$ cat src/rtl/wsd_pkg.sv
// ----------------------------------------------------------------------------
// wsd_pkg: shared types and constants of the smoothing / difference filter
// Field widths, register indexes, tap weight codes and control bundles.
// ----------------------------------------------------------------------------
package wsd_pkg;

  localparam int SAMPLE_W     = 16;
  localparam int VALUE_W      = 32;
  localparam int KIND_W       = 1;
  localparam int ORDER_W      = 2;
  localparam int SPAN_W       = 4;
  localparam int GAIN_W       = 21;
  localparam int RECIP_W      = 16;
  localparam int COEF_W       = 22;
  localparam int SEEN_W       = 5;
  localparam int CFG_IDX_W    = 3;
  localparam int CFG_DATA_W   = 21;
  localparam int DEF_MAX_SPAN = 15;

  localparam logic [SEEN_W-1:0] SEEN_MAX = 5'd31;

  // register indexes
  localparam logic [CFG_IDX_W-1:0] REG_FILTER_KIND      = 3'd0;
  localparam logic [CFG_IDX_W-1:0] REG_DERIVATIVE_ORDER = 3'd1;
  localparam logic [CFG_IDX_W-1:0] REG_LEFT_SPAN        = 3'd2;
  localparam logic [CFG_IDX_W-1:0] REG_RIGHT_SPAN       = 3'd3;
  localparam logic [CFG_IDX_W-1:0] REG_DERIV_GAIN       = 3'd4;
  localparam logic [CFG_IDX_W-1:0] REG_AVERAGE_RECIP    = 3'd5;

  // register reset values
  localparam logic [KIND_W-1:0]         RST_FILTER_KIND      = 1'b1;
  localparam logic [ORDER_W-1:0]        RST_DERIVATIVE_ORDER = 2'd0;
  localparam logic [SPAN_W-1:0]         RST_LEFT_SPAN        = 4'd7;
  localparam logic [SPAN_W-1:0]         RST_RIGHT_SPAN       = 4'd7;
  localparam logic signed [GAIN_W-1:0]  RST_DERIV_GAIN       = 21'sd4096;
  localparam logic [RECIP_W-1:0]        RST_AVERAGE_RECIP    = 16'd4369;

  // filter kinds and derivative orders
  localparam logic [KIND_W-1:0]  KIND_NONE   = 1'b0;
  localparam logic [KIND_W-1:0]  KIND_AVG    = 1'b1;
  localparam logic [ORDER_W-1:0] ORD_VALUE   = 2'd0;
  localparam logic [ORDER_W-1:0] ORD_FIRST   = 2'd1;
  localparam logic [ORDER_W-1:0] ORD_SECOND  = 2'd2;
  localparam logic [ORDER_W-1:0] ORD_THIRD   = 2'd3;

  // unity gain in Q10.12, used for the plain pass-through
  localparam logic signed [COEF_W-1:0] UNITY_Q12 = 22'sd4096;

  // tap weight codes
  typedef logic [1:0] weight_t;
  localparam weight_t W_ZERO = 2'd0;
  localparam weight_t W_POS  = 2'd1;
  localparam weight_t W_NEG  = 2'd2;
  localparam weight_t W_NEG2 = 2'd3;

  typedef struct packed {
    logic    acc_en;
    logic    first;
    weight_t weight;
    logic    mul_en;
    logic    rnd_en;
    logic    shift16;
  } mac_ctrl_t;

  typedef struct packed {
    logic push;
    logic zero;
    logic clear;
  } win_ctrl_t;

endpackage

$ cat src/rtl/wsd_in_if.sv
// ----------------------------------------------------------------------------
// wsd_in_if: input sample channel
// Valid/ready channel carrying one sample and its record end mark.
// ----------------------------------------------------------------------------
interface wsd_in_if;
  import wsd_pkg::*;

  logic                       valid;
  logic                       ready;
  logic signed [SAMPLE_W-1:0] sample;
  logic                       record_end;

  modport source (output valid, output sample, output record_end, input ready);
  modport sink   (input valid, input sample, input record_end, output ready);
endinterface

$ cat src/rtl/wsd_out_if.sv
// ----------------------------------------------------------------------------
// wsd_out_if: filtered result channel
// Valid/ready channel carrying one filtered value and its last mark.
// ----------------------------------------------------------------------------
interface wsd_out_if;
  import wsd_pkg::*;

  logic                      valid;
  logic                      ready;
  logic signed [VALUE_W-1:0] value;
  logic                      last;

  modport source (output valid, output value, output last, input ready);
  modport sink   (input valid, input value, input last, output ready);
endinterface

$ cat src/rtl/wsd_cfg_if.sv
// ----------------------------------------------------------------------------
// wsd_cfg_if: configuration write channel
// Valid/ready channel carrying a register index and write data.
// ----------------------------------------------------------------------------
interface wsd_cfg_if;
  import wsd_pkg::*;

  logic                  valid;
  logic                  ready;
  logic [CFG_IDX_W-1:0]  index;
  logic [CFG_DATA_W-1:0] data;

  modport source (output valid, output index, output data, input ready);
  modport sink   (input valid, input index, input data, output ready);
endinterface

$ cat src/rtl/windowed_smoothing_derivative_fir_top.sv
// ----------------------------------------------------------------------------
// windowed_smoothing_derivative_fir_top: smoothing / difference FIR filter
// Moving average, first and second difference over a zero-padded window.
// ----------------------------------------------------------------------------
//
//  channel  | dir | payload                         | handshake
//  ---------+-----+---------------------------------+-------------------------
//  in_ch    | in  | sample[15:0] s, record_end      | valid/ready, request
//  out_ch   | out | value[31:0] s, last             | valid/ready, registered
//  cfg_ch   | in  | index[2:0], data[20:0]          | valid/ready, always ready
//
//  A request that yields a result passes accept, check, n+1 taps through
//  the single MAC, then multiply, round, load; one that yields none goes
//  back to idle after the check. A request with record_end pads zeros up
//  to the lookahead, then flushes its results; n = left_span+right_span
//  for the moving average, 2 for plain differences, 0 for pass-through.
//  Reset is synchronous; the window clears at once, no clearing pass.
//  in_ch.ready is low while a request is in work; a full output register
//  that is not taken holds the sequencer in its load step.
//
module windowed_smoothing_derivative_fir_top #(
  parameter int MAX_SPAN = wsd_pkg::DEF_MAX_SPAN
) (
  input logic      clk,
  input logic      rst_n,
  wsd_in_if.sink   in_ch,
  wsd_out_if.source out_ch,
  wsd_cfg_if.sink  cfg_ch
);
  import wsd_pkg::*;

  localparam int WIN_DEPTH = 2 * MAX_SPAN + 1;
  localparam int IDX_W     = $clog2(WIN_DEPTH);

  localparam logic [2:0] S_IDLE  = 3'd0;
  localparam logic [2:0] S_CHECK = 3'd1;
  localparam logic [2:0] S_PAD   = 3'd2;
  localparam logic [2:0] S_ACC   = 3'd3;
  localparam logic [2:0] S_MUL   = 3'd4;
  localparam logic [2:0] S_RND   = 3'd5;
  localparam logic [2:0] S_EMIT  = 3'd6;

  // configuration registers
  logic [KIND_W-1:0]        filter_kind_r;
  logic [ORDER_W-1:0]       derivative_order_r;
  logic [SPAN_W-1:0]        left_span_r;
  logic [SPAN_W-1:0]        right_span_r;
  logic signed [GAIN_W-1:0] deriv_gain_r;
  logic [RECIP_W-1:0]       average_recip_r;

  // sequencer state
  logic [2:0]        state_r, state_nxt;
  logic [SEEN_W-1:0] seen_r, seen_nxt;
  logic              end_r, end_nxt;
  logic [SEEN_W-1:0] pad_r, pad_nxt;
  logic [SEEN_W-1:0] out_left_r, out_left_nxt;
  logic [IDX_W-1:0]  j_r, j_nxt;

  // output register
  logic                      out_valid_r, out_valid_nxt;
  logic signed [VALUE_W-1:0] out_value_r;
  logic                      out_last_r;
  logic                      out_load;

  // derived tap layout
  logic [ORDER_W-1:0]       eff_ord;
  logic [IDX_W-1:0]         nl, nr, n_taps;
  logic [SEEN_W-1:0]        look, look_p1, e_cnt;
  weight_t                  weight;
  logic signed [COEF_W-1:0] coef;
  logic                     shift16;

  win_ctrl_t                  win_ctrl;
  mac_ctrl_t                  mac_ctrl;
  logic signed [SAMPLE_W-1:0] tap_data;
  logic signed [VALUE_W-1:0]  mac_result;
  logic                       in_acc;

  assign in_acc = in_ch.valid && in_ch.ready;

  // ---------------------------------------------------------------- config
  assign cfg_ch.ready = 1'b1;

  always_ff @(posedge clk) begin
    if (!rst_n) begin
      filter_kind_r      <= RST_FILTER_KIND;
      derivative_order_r <= RST_DERIVATIVE_ORDER;
      left_span_r        <= RST_LEFT_SPAN;
      right_span_r       <= RST_RIGHT_SPAN;
      deriv_gain_r       <= RST_DERIV_GAIN;
      average_recip_r    <= RST_AVERAGE_RECIP;
    end else if (cfg_ch.valid) begin
      case (cfg_ch.index)
        REG_FILTER_KIND:      filter_kind_r      <= cfg_ch.data[KIND_W-1:0];
        REG_DERIVATIVE_ORDER: derivative_order_r <= cfg_ch.data[ORDER_W-1:0];
        REG_LEFT_SPAN:        left_span_r        <= cfg_ch.data[SPAN_W-1:0];
        REG_RIGHT_SPAN:       right_span_r       <= cfg_ch.data[SPAN_W-1:0];
        REG_DERIV_GAIN:       deriv_gain_r       <= cfg_ch.data[GAIN_W-1:0];
        REG_AVERAGE_RECIP:    average_recip_r    <= cfg_ch.data[RECIP_W-1:0];
        default: ;  // drop writes beyond the register list
      endcase
    end
  end

  // ------------------------------------------------------------ tap layout
  always_comb begin
    // treat order three as the smoothed value
    eff_ord = (derivative_order_r == ORD_THIRD) ? ORD_VALUE : derivative_order_r;

    // clamp both spans to the window capacity
    nl = (32'(left_span_r) > MAX_SPAN) ? IDX_W'(MAX_SPAN) : IDX_W'(left_span_r);
    nr = (32'(right_span_r) > MAX_SPAN) ? IDX_W'(MAX_SPAN) : IDX_W'(right_span_r);

    if (filter_kind_r == KIND_AVG) begin
      look   = SEEN_W'(nr);
      n_taps = nl + nr;
    end else begin
      look   = (eff_ord == ORD_VALUE) ? SEEN_W'(0) : SEEN_W'(1);
      n_taps = (eff_ord == ORD_VALUE) ? IDX_W'(0) : IDX_W'(2);
    end
    look_p1 = look + SEEN_W'(1);
    e_cnt   = (seen_r < look_p1) ? seen_r : look_p1;

    // per-tap weight
    weight = W_POS;
    if (filter_kind_r == KIND_AVG) begin
      case (eff_ord)
        ORD_FIRST: begin
          if (j_r < nl) weight = W_POS;
          else if (j_r == nl) weight = W_ZERO;
          else weight = W_NEG;
        end
        ORD_SECOND: weight = (j_r == nl) ? W_NEG2 : W_POS;
        default:    weight = W_POS;
      endcase
    end else begin
      case (eff_ord)
        ORD_FIRST: begin
          if (j_r == IDX_W'(0)) weight = W_POS;
          else if (j_r == IDX_W'(1)) weight = W_ZERO;
          else weight = W_NEG;
        end
        ORD_SECOND: weight = (j_r == IDX_W'(1)) ? W_NEG2 : W_POS;
        default:    weight = W_POS;
      endcase
    end

    // scale: unity for pass-through, reciprocal for the average, else gain
    if (eff_ord != ORD_VALUE) begin
      coef    = COEF_W'(deriv_gain_r);
      shift16 = 1'b0;
    end else if (filter_kind_r == KIND_AVG) begin
      coef    = $signed({{(COEF_W-RECIP_W){1'b0}}, average_recip_r});
      shift16 = 1'b1;
    end else begin
      coef    = UNITY_Q12;
      shift16 = 1'b0;
    end
  end

  // ------------------------------------------------------------- sequencer
  assign in_ch.ready = (state_r == S_IDLE);
  assign out_load    = (state_r == S_EMIT) && (!out_valid_r || out_ch.ready);

  always_comb begin
    state_nxt     = state_r;
    seen_nxt      = seen_r;
    end_nxt       = end_r;
    pad_nxt       = pad_r;
    out_left_nxt  = out_left_r;
    j_nxt         = j_r;
    out_valid_nxt = out_valid_r;
    win_ctrl      = '0;
    mac_ctrl      = '0;
    mac_ctrl.weight  = weight;
    mac_ctrl.first   = (j_r == '0);
    mac_ctrl.shift16 = shift16;

    if (out_valid_r && out_ch.ready) begin
      out_valid_nxt = 1'b0;
    end

    case (state_r)
      S_IDLE: begin
        if (in_acc) begin
          // push the new sample and count it
          win_ctrl.push = 1'b1;
          end_nxt       = in_ch.record_end;
          if (seen_r < SEEN_MAX) seen_nxt = seen_r + SEEN_W'(1);
          state_nxt     = S_CHECK;
        end
      end
      S_CHECK: begin
        j_nxt = '0;
        if (!end_r) begin
          out_left_nxt = SEEN_W'(1);
          state_nxt    = (seen_r > look) ? S_ACC : S_IDLE;
        end else begin
          // pad up to the lookahead, then flush e results
          pad_nxt      = look_p1 - e_cnt;
          out_left_nxt = e_cnt;
          state_nxt    = S_PAD;
        end
      end
      S_PAD: begin
        if (pad_r != '0) begin
          win_ctrl.push = 1'b1;
          win_ctrl.zero = 1'b1;
          pad_nxt       = pad_r - SEEN_W'(1);
        end else begin
          state_nxt = S_ACC;
        end
      end
      S_ACC: begin
        mac_ctrl.acc_en = 1'b1;
        if (j_r == n_taps) begin
          state_nxt = S_MUL;
        end else begin
          j_nxt = j_r + IDX_W'(1);
        end
      end
      S_MUL: begin
        mac_ctrl.mul_en = 1'b1;
        state_nxt       = S_RND;
      end
      S_RND: begin
        mac_ctrl.rnd_en = 1'b1;
        state_nxt       = S_EMIT;
      end
      S_EMIT: begin
        if (out_load) begin
          out_valid_nxt = 1'b1;
          j_nxt         = '0;
          if (end_r && out_left_r > SEEN_W'(1)) begin
            // advance the flush by one zero sample
            win_ctrl.push = 1'b1;
            win_ctrl.zero = 1'b1;
            out_left_nxt  = out_left_r - SEEN_W'(1);
            state_nxt     = S_ACC;
          end else begin
            if (end_r) begin
              win_ctrl.clear = 1'b1;
              seen_nxt       = '0;
            end
            state_nxt = S_IDLE;
          end
        end
      end
      default: state_nxt = S_IDLE;
    endcase
  end

  always_ff @(posedge clk) begin
    if (!rst_n) begin
      state_r     <= S_IDLE;
      seen_r      <= '0;
      end_r       <= 1'b0;
      pad_r       <= '0;
      out_left_r  <= '0;
      j_r         <= '0;
      out_valid_r <= 1'b0;
    end else begin
      state_r     <= state_nxt;
      seen_r      <= seen_nxt;
      end_r       <= end_nxt;
      pad_r       <= pad_nxt;
      out_left_r  <= out_left_nxt;
      j_r         <= j_nxt;
      out_valid_r <= out_valid_nxt;
    end
  end

  // hold the result until the sink takes it
  always_ff @(posedge clk) begin
    if (out_load) begin
      out_value_r <= mac_result;
      out_last_r  <= end_r && (out_left_r == SEEN_W'(1));
    end
  end

  assign out_ch.valid = out_valid_r;
  assign out_ch.value = out_value_r;
  assign out_ch.last  = out_last_r;

  // ---------------------------------------------------------- datapath
  wsd_window #(
    .MAX_SPAN (MAX_SPAN)
  ) u_window (
    .clk       (clk),
    .rst_n     (rst_n),
    .ctrl      (win_ctrl),
    .push_data (in_ch.sample),
    .tap_idx   (j_r),
    .tap_data  (tap_data)
  );

  wsd_mac #(
    .MAX_SPAN (MAX_SPAN)
  ) u_mac (
    .clk      (clk),
    .ctrl     (mac_ctrl),
    .tap_data (tap_data),
    .coef     (coef),
    .result   (mac_result)
  );

  // --------------------------------------------------------- assertions
  a_tap_in_range: assert property (@(posedge clk) disable iff (!rst_n)
    (state_r == S_ACC) |-> (j_r <= n_taps))
    else $error("tap counter ran past the last tap");

  a_pad_has_output: assert property (@(posedge clk) disable iff (!rst_n)
    (state_r == S_PAD) |-> (out_left_r != '0))
    else $error("flush started with no result to give");

  a_flush_clears: assert property (@(posedge clk) disable iff (!rst_n)
    (out_load && end_r && out_left_r == SEEN_W'(1)) |=> (seen_r == '0))
    else $error("record end did not clear the sample count");

  a_last_only_at_end: assert property (@(posedge clk) disable iff (!rst_n)
    (out_load && !end_r) |=> !out_ch.last)
    else $error("last mark on a result outside a record flush");

endmodule

$ cat src/rtl/wsd_window.sv
// ----------------------------------------------------------------------------
// wsd_window: sample window shift line
// Newest sample at tap 0; one tap is selected for the shared MAC.
// ----------------------------------------------------------------------------
module wsd_window #(
  parameter int MAX_SPAN = wsd_pkg::DEF_MAX_SPAN,
  localparam int WIN_DEPTH = 2 * MAX_SPAN + 1,
  localparam int IDX_W = $clog2(WIN_DEPTH)
) (
  input  logic                                clk,
  input  logic                                rst_n,
  input  wsd_pkg::win_ctrl_t                  ctrl,
  input  logic signed [wsd_pkg::SAMPLE_W-1:0] push_data,
  input  logic [IDX_W-1:0]                    tap_idx,
  output logic signed [wsd_pkg::SAMPLE_W-1:0] tap_data
);
  import wsd_pkg::*;

  logic signed [SAMPLE_W-1:0] win_r [WIN_DEPTH];

  always_ff @(posedge clk) begin
    if (!rst_n || ctrl.clear) begin
      for (int i = 0; i < WIN_DEPTH; i++) begin
        win_r[i] <= '0;
      end
    end else if (ctrl.push) begin
      win_r[0] <= ctrl.zero ? '0 : push_data;
      for (int i = 1; i < WIN_DEPTH; i++) begin
        win_r[i] <= win_r[i-1];
      end
    end
  end

  assign tap_data = win_r[tap_idx];

endmodule

$ cat src/rtl/wsd_mac.sv
// ----------------------------------------------------------------------------
// wsd_mac: shared multiply-accumulate unit
// Accumulates weighted taps, scales by one coefficient, rounds, saturates.
// ----------------------------------------------------------------------------
module wsd_mac #(
  parameter int MAX_SPAN = wsd_pkg::DEF_MAX_SPAN
) (
  input  logic                                clk,
  input  wsd_pkg::mac_ctrl_t                  ctrl,
  input  logic signed [wsd_pkg::SAMPLE_W-1:0] tap_data,
  input  logic signed [wsd_pkg::COEF_W-1:0]   coef,
  output logic signed [wsd_pkg::VALUE_W-1:0]  result
);
  import wsd_pkg::*;

  // worst case magnitude: (2*MAX_SPAN+2) full-scale samples
  localparam int ACC_W = SAMPLE_W + $clog2(2 * MAX_SPAN + 2) + 1;
  localparam int PW    = ACC_W + COEF_W;

  localparam logic signed [PW-1:0] SAT_MAX = {{(PW-31){1'b0}}, {31{1'b1}}};
  localparam logic signed [PW-1:0] SAT_MIN = {{(PW-31){1'b1}}, {31{1'b0}}};
  localparam logic signed [PW-1:0] HALF12  = PW'(1) <<< 11;
  localparam logic signed [PW-1:0] HALF16  = PW'(1) <<< 15;

  logic signed [ACC_W-1:0]   acc_r, acc_nxt, term;
  logic signed [PW-1:0]      prod_r, prod_nxt, biased, shifted;
  logic signed [VALUE_W-1:0] result_r, result_nxt;

  always_comb begin
    case (ctrl.weight)
      W_POS:   term = ACC_W'(tap_data);
      W_NEG:   term = -ACC_W'(tap_data);
      W_NEG2:  term = -(ACC_W'(tap_data) <<< 1);
      default: term = '0;
    endcase
    acc_nxt = ctrl.first ? term : acc_r + term;
  end

  assign prod_nxt = acc_r * coef;

  // round half toward plus infinity, then clamp to 32 bits
  always_comb begin
    biased  = prod_r + (ctrl.shift16 ? HALF16 : HALF12);
    shifted = ctrl.shift16 ? (biased >>> 16) : (biased >>> 12);
    if (shifted > SAT_MAX) begin
      result_nxt = VALUE_W'(SAT_MAX);
    end else if (shifted < SAT_MIN) begin
      result_nxt = VALUE_W'(SAT_MIN);
    end else begin
      result_nxt = shifted[VALUE_W-1:0];
    end
  end

  always_ff @(posedge clk) begin
    if (ctrl.acc_en) begin
      acc_r <= acc_nxt;
    end
    if (ctrl.mul_en) begin
      prod_r <= prod_nxt;
    end
    if (ctrl.rnd_en) begin
      result_r <= result_nxt;
    end
  end

  assign result = result_r;

endmodule
$ cat src/flat_wrapper.sv
// flat-port wrapper written by rule: the top's interface ports become plain ports
module windowed_smoothing_derivative_fir_top_flat import wsd_pkg::*;
#(
  parameter int MAX_SPAN = wsd_pkg::DEF_MAX_SPAN
)
  (clk, rst_n, in_ch_valid, in_ch_sample, in_ch_record_end, in_ch_ready, out_ch_valid, out_ch_value, out_ch_last, out_ch_ready, cfg_ch_valid, cfg_ch_index, cfg_ch_data, cfg_ch_ready);
  wsd_in_if in_ch_i ();
  wsd_out_if out_ch_i ();
  wsd_cfg_if cfg_ch_i ();
  input logic clk;
  input logic rst_n;
  input wire logic [$bits(in_ch_i.valid)-1:0] in_ch_valid;
  input wire logic [$bits(in_ch_i.sample)-1:0] in_ch_sample;
  input wire logic [$bits(in_ch_i.record_end)-1:0] in_ch_record_end;
  output wire logic [$bits(in_ch_i.ready)-1:0] in_ch_ready;
  output wire logic [$bits(out_ch_i.valid)-1:0] out_ch_valid;
  output wire logic [$bits(out_ch_i.value)-1:0] out_ch_value;
  output wire logic [$bits(out_ch_i.last)-1:0] out_ch_last;
  input wire logic [$bits(out_ch_i.ready)-1:0] out_ch_ready;
  input wire logic [$bits(cfg_ch_i.valid)-1:0] cfg_ch_valid;
  input wire logic [$bits(cfg_ch_i.index)-1:0] cfg_ch_index;
  input wire logic [$bits(cfg_ch_i.data)-1:0] cfg_ch_data;
  output wire logic [$bits(cfg_ch_i.ready)-1:0] cfg_ch_ready;
  assign in_ch_i.valid = in_ch_valid;
  assign in_ch_i.sample = in_ch_sample;
  assign in_ch_i.record_end = in_ch_record_end;
  assign in_ch_ready = in_ch_i.ready;
  assign out_ch_valid = out_ch_i.valid;
  assign out_ch_value = out_ch_i.value;
  assign out_ch_last = out_ch_i.last;
  assign out_ch_i.ready = out_ch_ready;
  assign cfg_ch_i.valid = cfg_ch_valid;
  assign cfg_ch_i.index = cfg_ch_index;
  assign cfg_ch_i.data = cfg_ch_data;
  assign cfg_ch_ready = cfg_ch_i.ready;
  windowed_smoothing_derivative_fir_top #(.MAX_SPAN(MAX_SPAN)) u_core (.clk(clk), .rst_n(rst_n), .in_ch(in_ch_i), .out_ch(out_ch_i), .cfg_ch(cfg_ch_i));
endmodule
$ cat config.mk
export PLATFORM = sky130hd
export DESIGN_NAME = windowed_smoothing_derivative_fir_top_flat
export DESIGN_NICKNAME = d
export VERILOG_FILES = /design/src/rtl/wsd_pkg.sv /design/src/rtl/wsd_in_if.sv /design/src/rtl/wsd_out_if.sv /design/src/rtl/wsd_cfg_if.sv /design/src/rtl/windowed_smoothing_derivative_fir_top.sv /design/src/rtl/wsd_window.sv /design/src/rtl/wsd_mac.sv /design/src/flat_wrapper.sv
export SDC_FILE = /design/constraint.sdc
export NUM_CORES = 2
export LEC_CHECK = 0
export BUFFER_PORTS_ARGS = -buffer_cell sky130_fd_sc_hd__buf_2
export CAP_MARGIN = 10
export CORE_ASPECT_RATIO = 0.75
export CORE_MARGIN = 1.5
export CORE_UTILIZATION = 65
export CTS_BUF_LIST = sky130_fd_sc_hd__clkbuf_16
export CTS_CLUSTER_DIAMETER = 80
export DETAILED_ROUTE_END_ITERATION = 10
export PLACE_DENSITY = 0.82
export SKIP_CTS_REPAIR_TIMING = 1
export SYNTH_ARGS = -nofsm -noshare
export SYNTH_HDL_FRONTEND = slang
export SYNTH_SLANG_ARGS = --single-unit
export TNS_END_PERCENT = 1
$ cat constraint.sdc
create_clock -name clk -period 29.1 [get_ports clk]
set_clock_uncertainty 0.2 [all_clocks]
set_input_delay 5.82 -clock clk [delete_from_list [all_inputs] [get_ports clk]]
set_output_delay 5.82 -clock clk [all_outputs]
set_load 0.05 [all_outputs]
==> results.json <==
{
  "pwr_density_cell_mw_per_mm2": 76.19,
  "synth_top_family_by_area": "adder cells",
  "fin_crit_ns": 9.844,
  "worst_pin_slew_ns": 1.258,
  "outcome": "finished clean",
  "avgSynthCellArea_um2": 11.27,
  "cap_violations": 0,
  "start_util_pct": 66.04,
  "gp_congestion": 0.8863,
  "hp-class": "flop to flop",
  "grt_overflow": 0,
  "num_vias": 33890,
  "syn_inst": 4534,
  "die_h_um": 245.9,
  "wl_per_cell_um": 21.02,
  "routed_wirelength_um": 117100,
  "synth_xor_area_share_pct": 2.090,
  "fp-row-count": 88,
  "min_period_over_period_pct": 33.83,
  "postLayoutSetupSlackWorst_ns": 19.26,
  "final_cell_mix": "edfxtp_1, inv_1, fa_1",
  "grt_max_degree": 150,
  "postRouteAntennaNets": 0,
  "worst-path-max-fanout": 78,
  "clock_latency_ns": 0.64,
  "layout-drive-gt1-share_pct": 9.039,
  "reg2reg_depth": 28,
  "finalHoldViolCount": 0,
  "rsz0062_at_grt": "no",
  "critPathBufInv": 4,
  "dp_slack_ns": 18.64,
  "htree_levels": 3,
  "register_area_mm2": 0.02007,
  "dr.pass1.iters": 6,
  "grt_usage_pct": 30.09,
  "area_growth_pct": 6.891,
  "slew_viol_final": 0,
  "r2r-start": "u_core.derivative_order_r[0]",
  "cp_cell_sequence": "buf_2 > nand2b_1 > nor2b_4 > nand2_4 > nand3_4 > buf_4 > buf_4 > buf_4",
  "synthMuxAreaShare_pct": 6.367,
  "async_reset_ff_share_pct": 0,
  "ys_seq_area_share_pct": 39.24,
  "worst-setup-path-type": "primary input to flop",
  "dieArea_mm2": 0.08035,
  "cts-root-buf": "clkbuf_16",
  "die_w_um": 326.8,
  "cts_buffers": 70,
  "dp_hpwl_um": 80920,
  "path_common_cell": "buf_4",
  "synth_edf_count": 616,
  "crit_arrival_ns": 9.89,
  "coreArea_mm2": 0.07740,
  "ios": 82,
  "syn-num-nets": 5270,
  "ys_warn_count": 0,
  "cts_sinks": 694,
  "rrSetupSlack_ns": 19.72,
  "antenna_cells": 0,
  "final_common_cell": "edfxtp_1",
  "r2r-end": "u_core.u_mac.prod_r[42]",
  "setup_tns_ns": 0,
  "syn_area_mm2": 0.05112,
  "fillCellCount": 5266,
  "first_global_vias": 34390,
  "synth_ff_type": "edfxtp_1",
  "synth_compound_area_share_pct": 5.696,
  "ir_worst_vdd_mv": 0.08090,
  "path_depth": 8,
  "final-setup-viol-count": 0,
  "drc": 0,
  "max_freq_mhz": 101.6,
  "clock_path_buffers": 3,
  "cp_slowest_cell": "buf_4",
  "synthSimpleGateAreaFrac_pct": 15.84,
  "post_synth_num_cell_types": 82,
  "antenna_found_initial": 1,
  "grt_pass1_wl_um": 189300,
  "max_slew_margin_pct": 15.74,
  "nets": 5217,
  "crit_path_max_incr_delay_ns": 0.86,
  "multiInputGateArea_mm2": 0.02784,
  "leakagePower_nw": 23.73,
  "worstSetupEndpoint": "u_core.u_window.win_r[0][11]",
  "synth_seq_cells": 694,
  "synth_fa_ha_area_share_pct": 24.29,
  "startpoint": "out_ch_ready",
  "io_buffers": 80,
  "critical-path-top-delay-family": "buffers and inverters",
  "clk_pin_slew_ns": 0.06,
  "drtIter0Drc": 3856,
  "viasPerCell": 6.083,
  "cts_tree": "built",
  "cp_data_required_time_ns": 29.15,
  "cp-end-kind": "flop",
  "final_util_pct": 70.59,
  "critPathLaunchType": "primary input"
}
worst min path at each step:
stage,startpoint,cells past startpoint,end
5_1_grt,u_core.u_mac.result[0],0,u_core.out_ch.value[0]
3_5_place_dp,u_core.u_mac.result[17],0,u_core.out_ch.value[17]
4_1_cts,u_core.u_mac.result[17],0,u_core.out_ch.value[17]
2_1_floorplan,u_core.u_mac.result[0],0,u_core.out_ch.value[0]
6_report,u_core.u_mac.result[17],0,u_core.out_ch.value[17]
3_3_place_gp,u_core.u_mac.result[1],0,u_core.out_ch.value[1]
sequential cells by signal (all words and copies together) (netlist names), 16 cells and up, named ones only:
name                    count
u_core.average_recip_r     16
u_core.u_window.win_r     496
u_core.u_mac.prod_r        33
u_core.u_mac.result        32
u_core.out_ch.value        32
u_core.deriv_gain_r        21
u_core.u_mac.acc_r         22
synthesized netlist by cell type (5+ instances only):
cell type | n | area, um2
edfxtp_1 | 616 | 18500
inv_1 | 587 | 2203
fa_1 | 504 | 10090
and2_1 | 487 | 3047
nand2_1 | 478 | 1794
and3_1 | 228 | 1426
clkbuf_1 | 221 | 829.6
ha_1 | 186 | 2327
nor2_1 | 124 | 465.5
mux4_2 | 94 | 2117
a21oi_1 | 89 | 445.4
o21ai_0 | 80 | 400.4
dfxtp_1 | 78 | 1562
mux2i_1 | 74 | 740.7
xnor2_1 | 67 | 586.8
nand3_1 | 61 | 305.3
xor2_1 | 55 | 481.7
a21boi_0 | 43 | 322.8
a21o_1 | 39 | 292.8
nor3_1 | 39 | 195.2
mux2_2 | 34 | 382.9
nand2b_1 | 32 | 200.2
nor2b_1 | 24 | 150.1
buf_2 | 21 | 105.1
o21a_1 | 20 | 150.1
o22ai_1 | 20 | 125.1
o211ai_1 | 18 | 135.1
a31oi_1 | 17 | 106.4
nand4_1 | 16 | 100.1
a22oi_1 | 12 | 90.09
buf_1 | 11 | 41.29
a211oi_1 | 10 | 75.07
o211a_1 | 10 | 100.1
or3_1 | 10 | 62.56
a22o_1 | 8 | 70.07
a221o_1 | 7 | 70.07
o221ai_1 | 7 | 61.31
or2_2 | 7 | 43.79
buf_4 | 6 | 45.04
nand3b_1 | 6 | 45.04
nor3b_1 | 6 | 45.04
o21bai_1 | 6 | 45.04
buf_6 | 5 | 56.30
worst reg2reg max path, delay by kind of cell, from the launching register on:
kind	cells	cell delay, ns
compound gates	6	1.47
fa+ha+maj	9	4.49
flops	1	0.36
buf+inv	7	1.39
xor+xnor	1	0.06
simple gates	5	1.17
metrics by stage:
step                total power (W)  instance area (um2)  hold WS, ns  cells
floorplan                  0.002778                51120       0.2003   4534
global placement           0.003132                52260       0.2009   5442
detailed placement         0.003194                52260       0.2045   5442
CTS                        0.004137                54610       0.2186   5569
global route               0.004430                54640       0.2256   5571
finish                     0.004163                54640       0.2190   5571
routing by layer:
| layer | track usage, % | wire length [um] |
|---|---|---|
| met5 | 0 | 8 |
| met4 | 7.203 | 2497 |
| met3 | 7.986 | 13590 |
| met2 | 43.59 | 50740 |
| met1 | 45.54 | 50290 |
power breakdown:
group          total (W)  internal [W]  switching, W
Combinational    0.00184      0.000755       0.00109
Sequential       0.00139       0.00131     0.0000817
Clock           0.000934      0.000533      0.000400
cell type report:
| type | count | share of cell area, % |
|---|---|---|
| Clock buffer | 72 | 3.298 |
| Multi-Input combinational cell | 2986 | 50.96 |
| Inverter | 589 | 4.046 |
| Sequential cell | 694 | 36.74 |
| Clock inverter | 55 | 0.9916 |
| Tap cell | 1035 | 2.370 |
| Timing Repair Buffer | 140 | 1.596 |
cells by family (layout without fill, tap and decap cells):
family	count (synthesis)	in the layout
buffers and inverters	854	856
other	1	1
and+or+nand+nor	1540	1540
AOI/OAI and AO/OA	430	430
adders and majority gates	690	690
DFF	694	694
muxes	203	203
xor gates and xnor gates	122	122
Power figures use the tool's default switching activity.
